$ cat config.mk
export PLATFORM = sky130hd
export DESIGN_NAME = tree_record_stream_parser
export DESIGN_NICKNAME = d
export VERILOG_FILES = /design/src/trp_pkg.sv /design/src/tree_record_stream_parser.sv /design/src/trp_step.sv /design/src/trp_out_reg.sv
export VERILOG_INCLUDE_DIRS = /design/src /design/src/src
export SDC_FILE = /design/constraint.sdc
export NUM_CORES = 1
export LEC_CHECK = 0
export ABC_AREA = 1
export BUFFER_PORTS_ARGS = -buffer_cell sky130_fd_sc_hd__buf_2
export CORE_MARGIN = 4
export CORE_UTILIZATION = 56
export DETAILED_ROUTE_END_ITERATION = 6
export MAX_ROUTING_LAYER = met4
export PLACE_DENSITY = 0.72
export SLEW_MARGIN = 10
export SYNTH_ARGS = -nofsm -noshare
export SYNTH_HDL_FRONTEND = slang
export SYNTH_SLANG_ARGS = --single-unit
$ cat constraint.sdc
create_clock -name clk -period 3.3 [get_ports clk]
set_clock_uncertainty 0.15 [all_clocks]
set_input_delay 0 -clock clk [delete_from_list [all_inputs] [get_ports clk]]
set_output_delay 0 -clock clk [all_outputs]
set_load 0.02 [all_outputs]
$ cat src/tree_record_stream_parser_assert.svh
// Assertion macros for the tree-listing parser.
`ifndef TREE_RECORD_STREAM_PARSER_ASSERT_SVH
`define TREE_RECORD_STREAM_PARSER_ASSERT_SVH

`ifndef SYNTHESIS

// Same-cycle implication, checked at every rising edge out of reset.
`define TRP_ASSERT_IMP(label, clk, rst_n, ante, cons) \
	label: assert property (@(posedge clk) disable iff (!rst_n) (ante) |-> (cons)) \
		else $error("implication failed");

// Next-cycle implication.
`define TRP_ASSERT_NXT(label, clk, rst_n, ante, cons) \
	label: assert property (@(posedge clk) disable iff (!rst_n) (ante) |=> (cons)) \
		else $error("next-cycle implication failed");

`else

`define TRP_ASSERT_IMP(label, clk, rst_n, ante, cons)
`define TRP_ASSERT_NXT(label, clk, rst_n, ante, cons)

`endif

`endif

$ cat src/trp_pkg.sv
package trp_pkg;

	typedef enum logic [3:0] {
		PH_HEADER,
		PH_CODE,
		PH_STRING,
		PH_HEX1,
		PH_HEX2,
		PH_BRACKET,
		PH_KEYSTART,
		PH_NEWLINE
	} phase_t;

	localparam logic [1:0] ROLE_NAME  = 2'd0;
	localparam logic [1:0] ROLE_KEY   = 2'd1;
	localparam logic [1:0] ROLE_VALUE = 2'd2;

	localparam logic [1:0] KIND_ENTER = 2'd0;
	localparam logic [1:0] KIND_NODE  = 2'd1;
	localparam logic [1:0] KIND_MARK  = 2'd2;
	localparam logic [1:0] KIND_LEAVE = 2'd3;

	localparam logic [2:0] EV_START  = 3'd0;
	localparam logic [2:0] EV_NAME   = 3'd1;
	localparam logic [2:0] EV_KEY    = 3'd2;
	localparam logic [2:0] EV_VALUE  = 3'd3;
	localparam logic [2:0] EV_STREND = 3'd4;
	localparam logic [2:0] EV_RECEND = 3'd5;
	localparam logic [2:0] EV_ERROR  = 3'd6;

	localparam logic [2:0] ERR_HEADER = 3'd0;
	localparam logic [2:0] ERR_CODE   = 3'd1;
	localparam logic [2:0] ERR_CHAR   = 3'd2;
	localparam logic [2:0] ERR_HEX    = 3'd3;
	localparam logic [2:0] ERR_DEPTH  = 3'd4;

	localparam int HDR_LEN = 16;

	localparam logic [7:0] CH_ENTER   = 8'h64; // d
	localparam logic [7:0] CH_NODE    = 8'h66; // f
	localparam logic [7:0] CH_MARK    = 8'h2d; // -
	localparam logic [7:0] CH_LEAVE   = 8'h75; // u
	localparam logic [7:0] CH_OPEN    = 8'h5b; // [
	localparam logic [7:0] CH_CLOSE   = 8'h5d; // ]
	localparam logic [7:0] CH_ESCAPE  = 8'h3d; // =
	localparam logic [7:0] CH_SPACE   = 8'h20;
	localparam logic [7:0] CH_NEWLINE = 8'h0a;

	typedef struct packed {
		phase_t     phase;
		logic [3:0] hdr_idx;
		logic       closing;
		logic       finished;
		logic       failed;
		logic [3:0] hex_high;
		logic [1:0] role;
		logic [1:0] kind;
	} parse_state_t;

	typedef struct packed {
		logic       valid;
		logic [2:0] ev;
		logic [1:0] kind;
		logic [7:0] data;
		logic [2:0] err;
		logic       done;
	} result_t;

	function automatic logic [7:0] hdr_byte(input logic [3:0] idx);
		logic [7:0] c;
		case (idx)
			4'd0:    c = 8'h61;
			4'd1:    c = 8'h73;
			4'd2:    c = 8'h75;
			4'd3:    c = 8'h72;
			4'd4:    c = 8'h65;
			4'd5:    c = 8'h2d;
			4'd6:    c = 8'h32;
			4'd7:    c = 8'h2e;
			4'd8:    c = 8'h30;
			4'd9:    c = 8'h0a;
			4'd15:   c = 8'h0a;
			default: c = 8'h2d;
		endcase
		return c;
	endfunction

endpackage

$ cat src/tree_record_stream_parser.sv
// Channel   Ports                                   Direction
// input     in_valid, in_stall, in_byte             byte stream in
// output    out_valid, out_stall, event_res,        parse events out
//           record_kind, data_byte, error_code,
//           tree_done, nesting_depth
//
// One byte is taken per cycle while the input is not stalled; its event, if any, passes from
// the input byte register into the event register. The per-byte parser step sits between them.
// Reset puts the parser back at the start of the header with depth zero.
// A stall on the output holds the event register, and the input stalls only when a
// byte is waiting in the input register behind it.

`include "tree_record_stream_parser_assert.svh"

module tree_record_stream_parser #(
	parameter int DEPTH_BITS = 16
) (
	input  logic        clk,
	input  logic        arst_n,
	input  logic        in_valid,
	output logic        in_stall,
	input  logic [7:0]  in_byte,
	output logic        out_valid,
	input  logic        out_stall,
	output logic [2:0]  event_res,
	output logic [1:0]  record_kind,
	output logic [7:0]  data_byte,
	output logic [2:0]  error_code,
	output logic        tree_done,
	output logic [15:0] nesting_depth
);

	logic                  valid_s1;
	logic [7:0]            byte_s1;
	logic                  advance;
	trp_pkg::parse_state_t state_q;
	trp_pkg::parse_state_t state_nxt;
	logic [DEPTH_BITS-1:0] nest_q;
	logic [DEPTH_BITS-1:0] nest_nxt;
	trp_pkg::result_t      res;
	logic [15:0]           res_depth;

	assign in_stall = valid_s1 && !advance;

	always_ff @(posedge clk or negedge arst_n) begin
		if (!arst_n) begin
			valid_s1 <= 1'b0;
		end else if (in_valid && !in_stall) begin
			valid_s1 <= 1'b1;
		end else if (advance) begin
			valid_s1 <= 1'b0;
		end
	end

	always_ff @(posedge clk) begin
		if (in_valid && !in_stall) begin
			byte_s1 <= in_byte;
		end
	end

	always_ff @(posedge clk or negedge arst_n) begin
		if (!arst_n) begin
			state_q <= '{phase: trp_pkg::PH_HEADER, default: '0};
			nest_q  <= '0;
		end else if (valid_s1 && advance) begin
			state_q <= state_nxt;
			nest_q  <= nest_nxt;
		end
	end

	trp_step #(
		.DEPTH_BITS (DEPTH_BITS)
	) u_step (
		.in_byte   (byte_s1),
		.cur       (state_q),
		.cur_nest  (nest_q),
		.nxt       (state_nxt),
		.nxt_nest  (nest_nxt),
		.res       (res),
		.res_depth (res_depth)
	);

	trp_out_reg u_out (
		.clk           (clk),
		.arst_n        (arst_n),
		.load          (valid_s1 && res.valid),
		.res           (res),
		.res_depth     (res_depth),
		.out_stall     (out_stall),
		.out_valid     (out_valid),
		.room          (advance),
		.event_res     (event_res),
		.record_kind   (record_kind),
		.data_byte     (data_byte),
		.error_code    (error_code),
		.tree_done     (tree_done),
		.nesting_depth (nesting_depth)
	);

	`TRP_ASSERT_IMP(a_stall_has_byte, clk, arst_n, in_stall, valid_s1)
	`TRP_ASSERT_IMP(a_done_on_recend, clk, arst_n, out_valid && tree_done, event_res == trp_pkg::EV_RECEND)
	`TRP_ASSERT_IMP(a_quiet_after_end, clk, arst_n, state_q.failed || state_q.finished, !res.valid)
	`TRP_ASSERT_NXT(a_failure_sticks, clk, arst_n, state_q.failed, state_q.failed)

endmodule

$ cat src/trp_step.sv
module trp_step #(
	parameter int DEPTH_BITS = 16
) (
	input  logic [7:0]            in_byte,
	input  trp_pkg::parse_state_t cur,
	input  logic [DEPTH_BITS-1:0] cur_nest,
	output trp_pkg::parse_state_t nxt,
	output logic [DEPTH_BITS-1:0] nxt_nest,
	output trp_pkg::result_t      res,
	output logic [15:0]           res_depth
);

	localparam int EXT_BITS = (DEPTH_BITS > 16) ? DEPTH_BITS : 16;
	localparam logic [DEPTH_BITS-1:0] NEST_MAX = {1'b0, {(DEPTH_BITS-1){1'b1}}};
	localparam logic [DEPTH_BITS-1:0] NEST_MIN = {1'b1, {(DEPTH_BITS-1){1'b0}}};

	logic       hex_ok;
	logic [3:0] hex_val;
	logic [EXT_BITS-1:0] depth_ext;

	always_comb begin
		hex_ok  = 1'b1;
		hex_val = 4'd0;
		case (in_byte) inside
			[8'h30:8'h39]: hex_val = 4'(in_byte - 8'h30);
			[8'h61:8'h66]: hex_val = 4'(in_byte - 8'h57);
			default: hex_ok = 1'b0;
		endcase
	end

	always_comb begin
		nxt      = cur;
		nxt_nest = cur_nest;
		res      = '0;
		res.kind = cur.kind;

		if (!(cur.failed || cur.finished)) begin
			case (cur.phase)
				trp_pkg::PH_HEADER: begin
					if (in_byte != trp_pkg::hdr_byte(cur.hdr_idx)) begin
						nxt.failed = 1'b1;
						res.valid  = 1'b1;
						res.ev     = trp_pkg::EV_ERROR;
						res.err    = trp_pkg::ERR_HEADER;
						res.data   = in_byte;
					end else begin
						nxt.hdr_idx = cur.hdr_idx + 4'd1;
						if (cur.hdr_idx == 4'(trp_pkg::HDR_LEN - 1)) begin
							nxt.phase = trp_pkg::PH_CODE;
						end
					end
				end
				trp_pkg::PH_CODE: begin
					res.valid = 1'b1;
					res.ev    = trp_pkg::EV_START;
					case (in_byte)
						trp_pkg::CH_ENTER: begin
							nxt.kind = trp_pkg::KIND_ENTER;
							if (cur_nest == NEST_MAX) begin
								nxt.failed = 1'b1;
								res.ev     = trp_pkg::EV_ERROR;
								res.err    = trp_pkg::ERR_DEPTH;
								res.data   = in_byte;
							end else begin
								nxt_nest  = cur_nest + 1'b1;
								nxt.role  = trp_pkg::ROLE_NAME;
								nxt.phase = trp_pkg::PH_STRING;
							end
						end
						trp_pkg::CH_NODE: begin
							nxt.kind  = trp_pkg::KIND_NODE;
							nxt.role  = trp_pkg::ROLE_NAME;
							nxt.phase = trp_pkg::PH_STRING;
						end
						trp_pkg::CH_MARK: begin
							nxt.kind  = trp_pkg::KIND_MARK;
							nxt.phase = trp_pkg::PH_NEWLINE;
						end
						trp_pkg::CH_LEAVE: begin
							nxt.kind = trp_pkg::KIND_LEAVE;
							if (cur_nest == NEST_MIN) begin
								nxt.failed = 1'b1;
								res.ev     = trp_pkg::EV_ERROR;
								res.err    = trp_pkg::ERR_DEPTH;
								res.data   = in_byte;
							end else begin
								nxt_nest    = cur_nest - 1'b1;
								nxt.closing = (cur_nest == DEPTH_BITS'(1));
								nxt.phase   = trp_pkg::PH_NEWLINE;
							end
						end
						default: begin
							nxt.failed = 1'b1;
							res.ev     = trp_pkg::EV_ERROR;
							res.err    = trp_pkg::ERR_CODE;
							res.data   = in_byte;
						end
					endcase
					// The start and depth-error results carry the kind just decoded; a bad code keeps the old kind.
					res.kind = nxt.kind;
				end
				trp_pkg::PH_STRING: begin
					if (in_byte == trp_pkg::CH_SPACE) begin
						res.valid = 1'b1;
						res.ev    = trp_pkg::EV_STREND;
						case (cur.role)
							trp_pkg::ROLE_NAME: nxt.phase = trp_pkg::PH_BRACKET;
							trp_pkg::ROLE_KEY:  nxt.role  = trp_pkg::ROLE_VALUE;
							default:            nxt.phase = trp_pkg::PH_KEYSTART;
						endcase
					end else if (in_byte == trp_pkg::CH_ESCAPE) begin
						nxt.phase = trp_pkg::PH_HEX1;
					end else begin
						res.valid = 1'b1;
						res.ev    = trp_pkg::EV_NAME + {1'b0, cur.role};
						res.data  = in_byte;
					end
				end
				trp_pkg::PH_HEX1: begin
					if (!hex_ok) begin
						nxt.failed = 1'b1;
						res.valid  = 1'b1;
						res.ev     = trp_pkg::EV_ERROR;
						res.err    = trp_pkg::ERR_HEX;
						res.data   = in_byte;
					end else begin
						nxt.hex_high = hex_val;
						nxt.phase    = trp_pkg::PH_HEX2;
					end
				end
				trp_pkg::PH_HEX2: begin
					res.valid = 1'b1;
					if (!hex_ok) begin
						nxt.failed = 1'b1;
						res.ev     = trp_pkg::EV_ERROR;
						res.err    = trp_pkg::ERR_HEX;
						res.data   = in_byte;
					end else begin
						nxt.phase = trp_pkg::PH_STRING;
						res.ev    = trp_pkg::EV_NAME + {1'b0, cur.role};
						res.data  = {cur.hex_high, hex_val};
					end
				end
				trp_pkg::PH_BRACKET: begin
					if (in_byte != trp_pkg::CH_OPEN) begin
						nxt.failed = 1'b1;
						res.valid  = 1'b1;
						res.ev     = trp_pkg::EV_ERROR;
						res.err    = trp_pkg::ERR_CHAR;
						res.data   = in_byte;
					end else begin
						nxt.phase = trp_pkg::PH_KEYSTART;
					end
				end
				trp_pkg::PH_KEYSTART: begin
					if (in_byte == trp_pkg::CH_CLOSE) begin
						nxt.phase = trp_pkg::PH_NEWLINE;
					end else begin
						// The first key byte is taken as it stands, escape or not.
						nxt.role  = trp_pkg::ROLE_KEY;
						nxt.phase = trp_pkg::PH_STRING;
						res.valid = 1'b1;
						res.ev    = trp_pkg::EV_KEY;
						res.data  = in_byte;
					end
				end
				trp_pkg::PH_NEWLINE: begin
					res.valid = 1'b1;
					if (in_byte != trp_pkg::CH_NEWLINE) begin
						nxt.failed = 1'b1;
						res.ev     = trp_pkg::EV_ERROR;
						res.err    = trp_pkg::ERR_CHAR;
						res.data   = in_byte;
					end else begin
						nxt.phase = trp_pkg::PH_CODE;
						res.ev    = trp_pkg::EV_RECEND;
						if (cur.closing) begin
							nxt.finished = 1'b1;
							nxt.closing  = 1'b0;
							res.done     = 1'b1;
						end
					end
				end
				default: begin
					nxt.failed = 1'b1;
					res.valid  = 1'b1;
					res.ev     = trp_pkg::EV_ERROR;
					res.err    = trp_pkg::ERR_CHAR;
					res.data   = in_byte;
				end
			endcase
		end
	end

	assign depth_ext = EXT_BITS'(signed'(nxt_nest));
	assign res_depth = depth_ext[15:0];

endmodule

$ cat src/trp_out_reg.sv
module trp_out_reg (
	input  logic             clk,
	input  logic             arst_n,
	input  logic             load,
	input  trp_pkg::result_t res,
	input  logic [15:0]      res_depth,
	input  logic             out_stall,
	output logic             out_valid,
	output logic             room,
	output logic [2:0]       event_res,
	output logic [1:0]       record_kind,
	output logic [7:0]       data_byte,
	output logic [2:0]       error_code,
	output logic             tree_done,
	output logic [15:0]      nesting_depth
);

	logic valid_q;

	// The register can take a new result when it is empty or being drained.
	assign room      = !(valid_q && out_stall);
	assign out_valid = valid_q;

	always_ff @(posedge clk or negedge arst_n) begin
		if (!arst_n) begin
			valid_q <= 1'b0;
		end else if (room) begin
			valid_q <= load;
		end
	end

	always_ff @(posedge clk) begin
		if (room && load) begin
			event_res     <= res.ev;
			record_kind   <= res.kind;
			data_byte     <= res.data;
			error_code    <= res.err;
			tree_done     <= res.done;
			nesting_depth <= res_depth;
		end
	end

endmodule

# Word level (Yosys, flattened, before mapping)
# Memories as Yosys holds them, arrays and structs flattened.
# Cells that the tools add are included.
# totals
regBits	78
rom_bits	112
input_bits	12
output_inout_bits	35
wordCells	187
memories	1
# memory_table
name	words	width	rd	rd_ports_with_merged_regs	write_ports	line	text
(name not given)	16	7	1	0	0	trp_pkg.sv:71	case (idx)
# classes
addsub	6
n_lt_le_gt_ge	4
eq_ne	47
n_mux	78
bitwise_logic	5
reduce_logical	28
# op_table
operator	n
$mux W4	17
$mux W11	6
$mux W16	4
$pmux W4 S8	2
$pmux W8 S8	1
$mux W8	7
$pmux W11 S3	1
$eq A8 B7 Y1 const B	4
$pmux W16 S2	1
$eq A8 B6 Y1 const B	3
$pmux W3 S7	1
$mux W18	1
$ne A2 B2 Y1 const B	9
$add A16 B1 Y16 const B	1
$eq A16 B1 Y1 const B	1
$eq A16 B15 Y1 const B	1
$eq A16 B16 Y1 const B	1
$eq A4 B3 Y1 const B	4
$mux W1	16
$mux W2	8
$ne A2 B1 Y1 const B	8
$pmux W4 S4	1
$sub A16 B1 Y16 const B	1
$reduce_and A14 Y1	1
45 further kinds	68

# Logic depth before layout (Yosys ltp)
# depth
depth_word	9
ltp_mapped	15
mapped_depth_nobuf	15

# Hierarchy
# From an unflattened synthesis, not the netlist that was laid out.
# unflattened
cells_unflattened	910
hier_area_um2	6339.8
# by_module_without_submodules
module	n_inst	cells_per_inst	area_each_um2	seq_area_each_um2
trp_step	1	703	3604.7	0.0
tree_record_stream_parser	1	169	1702.9	1141.1
trp_out_reg	1	38	1032.2	1016.0

# Worst setup path after synthesis
# No wires, ideal clock.
# synth_timing
path_kind	register to register
from	reg byte_s1[0]
to	reg u_out.data_byte[0], enable pin
setup_ns	0.388
arrival_time_ns	2.306
t_required_ns	2.762
setup_slack_ns	0.456
stages_incl_launch_ff	11
n_path_buf	1
synth_period_minus_slack_ns	2.844
cell_sequence	edfxtp_1 > inv_1 > ha_1 > o21ai_0 > a21oi_4 > a21oi_4 > buf_6 > nand2_1 > nand3_1 > nand2_1 > inv_1
# synth_between
elab_chain_cells	9
word_cells_on_any_way	23
cone_classes	4 x order compare; 5 x eq/ne; 10 x mux; 4 x reduce/logical
# synth_rtl
item	line	text
from (decl)	tree_record_stream_parser.sv:34	logic [7:0] byte_s1;
from (signal assigned)	tree_record_stream_parser.sv:57	byte_s1 <= in_byte;
$ge A8 B7 Y1 (no source line) / $le A8 B7 Y1 (equally long branches)	--	
$logic_and A1 B1 Y1 (no source line)	--	
$mux W1 (2 in series)	trp_step.sv:24	case (in_byte) inside
$mux W4	trp_step.sv:120	if (!hex_ok) begin
$pmux W4 S8 (*)	trp_step.sv:38	case (cur.phase)
$mux W18 (*)	trp_step.sv:37	if (!(cur.failed || cur.finished)) begin
$logic_and A1 B1 Y1 (*)	tree_record_stream_parser.sv:86	.load (valid_s1 && res.valid),
$logic_and A1 B1 Y1 (*)	trp_out_reg.sv:33	if (room && load) begin
to (signal assigned)	trp_out_reg.sv:36	data_byte <= res.data;
to (decl)	trp_out_reg.sv:12	output logic [7:0] data_byte,
# Mark *: on every way between the ends. The rest lies on a longest branch, timed or not.
# A chain may end at the register's enable or synchronous reset.

# Final worst setup path
# layout_timing
from	reg state_q[12] (netlist name)
to	reg u_out.nesting_depth[12], enable pin
# layout_between
elab_chain_cells	9
# layout_rtl
item	line	text
from (decl)	tree_record_stream_parser.sv:36	trp_pkg::parse_state_t state_q;
from (signal assigned)	tree_record_stream_parser.sv:66	state_q <= state_nxt;
$mem_v2 Z16 W7	--	
$mux W8	trp_step.sv:38	
$mux W8	trp_step.sv:37	
$ne A8 B8 Y1	trp_step.sv:40	if (in_byte != trp_pkg::hdr_byte(cur.hdr_idx)) begin
$mux W4	trp_step.sv:40	
$pmux W4 S8	trp_step.sv:38	
$mux W18	trp_step.sv:37	
$logic_and A1 B1 Y1	tree_record_stream_parser.sv:86	
$logic_and A1 B1 Y1	trp_out_reg.sv:33	
to (signal assigned)	trp_out_reg.sv:39	nesting_depth <= res_depth;
to (decl)	trp_out_reg.sv:15	output logic [15:0] nesting_depth
# Every way passes these cells. The select of a mux whose other input is x is not followed.

==> impl_metrics.json <==
{
  "synth_top_family_by_area": "simple AND/OR/NAND/NOR gates",
  "cts_buffers": 9,
  "leakage_nw": 3.10,
  "crit_fanout": 27,
  "overflow": 0,
  "synth-seq-cells": 77,
  "vias": 6072,
  "final_common_cell": "nand2_1",
  "start_util_pct": 57.5,
  "relSlewSlack_pct": 38.7,
  "synthSimpleGateAreaFrac_pct": 38.9,
  "fillers": 917,
  "hold_viol": 0,
  "post-cts-setup-buffers": 0,
  "clock-sinks": 77,
  "clk_path_buf_depth": 2,
  "setup_viol": 0,
  "root_buffer": "clkbuf_8",
  "finalCritPeriodShare_pct": 86.5,
  "dp_worst_setup_slack_ns": 0.548,
  "drv_slew": 0,
  "rsz0062_at_grt": "no",
  "vdd_drop_max_mv": 0.322,
  "place_inst": 1003,
  "postPlaceCellArea_sq_um": 6280,
  "grt_usage_pct": 31.9,
  "drive_gt1_share_pct": 15.8,
  "syn_nets": 867,
  "stdcell_area_sq_um": 6600,
  "core_area_sq_um": 10300,
  "synth-seq-area-share_pct": 35.9,
  "synth_area_sq_um": 5940,
  "power_density_nw_per_um2": 467,
  "critPathKind": "reg -> reg",
  "firstDrtPassIters": 5,
  "fin_nets": 921,
  "dpl.hpwl_microns": 14000,
  "final_cells": 1031,
  "post-route-min-period_ns": 2.85,
  "avgSynthCellArea_sq_um": 7.11,
  "grt_pass1_wl_microns": 30500,
  "wl_per_cell_microns": 18.3,
  "r2r_slack_ns": 0.45,
  "area_growth_pct": 11.1,
  "io_pins": 47,
  "synth_compound_area_share_pct": 10.4,
  "die_h_microns": 111,
  "cp.required_ns": 3.17,
  "drc": 0,
  "gp_congestion": 0.974,
  "postLayoutSetupSlackWorst_ns": 0.446,
  "insertion_delay_ns": 0.37,
  "grt_pass1_vias": 5769,
  "port_buffers": 46,
  "rows": 37,
  "grt_max_degree": 37,
  "fin_setup_tns_ns": 0,
  "drtIter0Drc": 787,
  "yosys-mux-area-fraction_pct": 0.190,
  "layout_common_cells": "220 x nand2_1, 112 x nand3_1, 79 x inv_1",
  "cap_violations": 0,
  "yosys_warnings": 0,
  "cts_tree": "done",
  "path_clk_slew_ns": 0.09,
  "outcome": "finished clean",
  "power_mw": 3.08,
  "antenna_found_initial": 1,
  "endpoint_kind": "register",
  "postRouteAntennaNets": 0,
  "min_path_type": "in -> async",
  "h-tree-depth": 3,
  "synth_cell_types": 42,
  "synth-adder-area-share_pct": 4.21,
  "yosys.area_share.xor_xnor_pct": 1.03,
  "die_x_microns": 111,
  "fmax_ghz": 0.350,
  "cp-start-kind": "register",
  "avgViaCountPerCell": 5.89,
  "die_area_sq_um": 12300,
  "worstMarginPinSlew_ns": 0.919,
  "whs_ns": 0.150,
  "final_util_pct": 64.0,
  "syn_inst": 835,
  "wl_microns": 18800,
  "critPathArrivalTime_ns": 2.72
}
[layer usage]
metal | track usage, % | routed length (microns) | up-vias | part of all wire, %
li1 | - | - | 2902 | -
met1 | 41.6 | 7930 | 2764 | 42
met2 | 47.4 | 8350 | 351 | 44
met3 | 8.73 | 1980 | 55 | 10
met4 | 12.5 | 590 | 0 | 3.1
met5 | - | 0 | - | 0
[worst max-delay path, stage by stage, from the launching register on]
cell	delay [ns]
dfrtp_1	0.47
inv_1	0.18
ha_1	0.16
nor2_1	0.04
o21ai_1	0.28
nand3_1	0.15
nand2_1	0.09
nor2_1	0.05
nand3_2	0.10
nand2_1	0.18
nand3_1	0.11
nand2_1	0.08
inv_1	0.09
buf_4	0.37
[what timing repair did]
| item | CTS | global route |
|---|---|---|
| hold buffers | 11 | 0 |
| gates resized for setup | 0 | 0 |
| endpoints found under the hold margin | 46 | 0 |
[synth_stat cells]
cell type | number | share of area [%]
nand2_1 | 220 | 14
nand3_1 | 112 | 9.4
inv_1 | 79 | 5.0
nor2_1 | 73 | 4.6
edfxtp_1 | 41 | 21
dfrtp_1 | 36 | 15
o21ai_0 | 34 | 2.9
nand4_1 | 24 | 2.5
inv_2 | 23 | 1.5
o21ai_1 | 21 | 1.8
ha_1 | 20 | 4.2
nor3_1 | 16 | 1.3
a21oi_1 | 15 | 1.3
nand2_2 | 12 | 1.3
o211ai_1 | 11 | 1.4
buf_2 | 10 | 0.84
nand3b_1 | 10 | 1.3
nor2_4 | 10 | 1.9
clkbuf_1 | 9 | 0.57
xor2_1 | 7 | 1.0
nand3_2 | 5 | 0.84
buf_4 | 4 | 0.51
buf_6 | 4 | 0.76
nor3_2 | 4 | 0.67
o22ai_1 | 4 | 0.42
clkinv_1 | 3 | 0.19
nor2_2 | 3 | 0.32
o21ai_2 | 3 | 0.44
o21bai_1 | 3 | 0.38
o31ai_1 | 3 | 0.38
a21oi_4 | 2 | 0.55
a31oi_1 | 2 | 0.21
nor4_1 | 2 | 0.21
o221ai_1 | 2 | 0.29
a21o_1 | 1 | 0.13
mux2_2 | 1 | 0.19
nand3_4 | 1 | 0.29
nor3b_1 | 1 | 0.13
o2111ai_1 | 1 | 0.15
o211ai_2 | 1 | 0.21
or2_1 | 1 | 0.11
or2_2 | 1 | 0.11
[state kept, by name, indices dropped and copies added (netlist names)]
name,cells
u_out.tree_done,1
u_out.data_byte,8
byte_s1,8
state_q,18
valid_s1,1
u_out.nesting_depth,16
u_out.error_code,3
nest_q,16
u_out.event_res,3
u_out.record_kind,2
u_out.out_valid,1
[cell type report]
cell class	count	area, sq um	share of cell area [%]
flip-flops and latches	77	2130	32.3
well taps	136	170	2.58
multi-input cells	626	3260	49.3
repair buffers	70	438	6.63
clock inverters	4	45.0	0.682
diodes	1	2.50	0.0379
clock buffers	12	165	2.50
inverters	105	394	5.97
[kinds of logic after synthesis]
family	Yosys count
adder cells (fa/ha/maj)	20
buffers and inverters	132
multiplexers	1
AO/OA/AOI/OAI	103
flip-flops	77
XOR/XNOR	7
AND/OR/NAND/NOR	495
[path summary, 6_finish.rpt]
kind | startpoint | endpoint | cells past startpoint
max | state_q[12]$_DFFE_PN0P_ | u_out.nesting_depth[12]$_DFFE_PP_ | 13
min in group clk | in_byte[1] | byte_s1[1]$_DFFE_PP_ | 2
max in group asynchronous | arst_n | nest_q[7]$_DFFE_PN0P_ | 2
min | arst_n | nest_q[10]$_DFFE_PN0P_ | 2
max reg2reg | state_q[12]$_DFFE_PN0P_ | u_out.nesting_depth[12]$_DFFE_PP_ | 13
min reg2reg | state_q[7]$_DFFE_PN0P_ | state_q[7]$_DFFE_PN0P_ | 2
[where the power goes]
| group | switching (mW) | internal [mW] |
|---|---|---|
| Sequential | 0.147 | 1.13 |
| Clock | 0.363 | 0.408 |
| Combinational | 0.712 | 0.326 |
| Total | 1.22 | 1.86 |
Power figures use the tool's default switching activity.
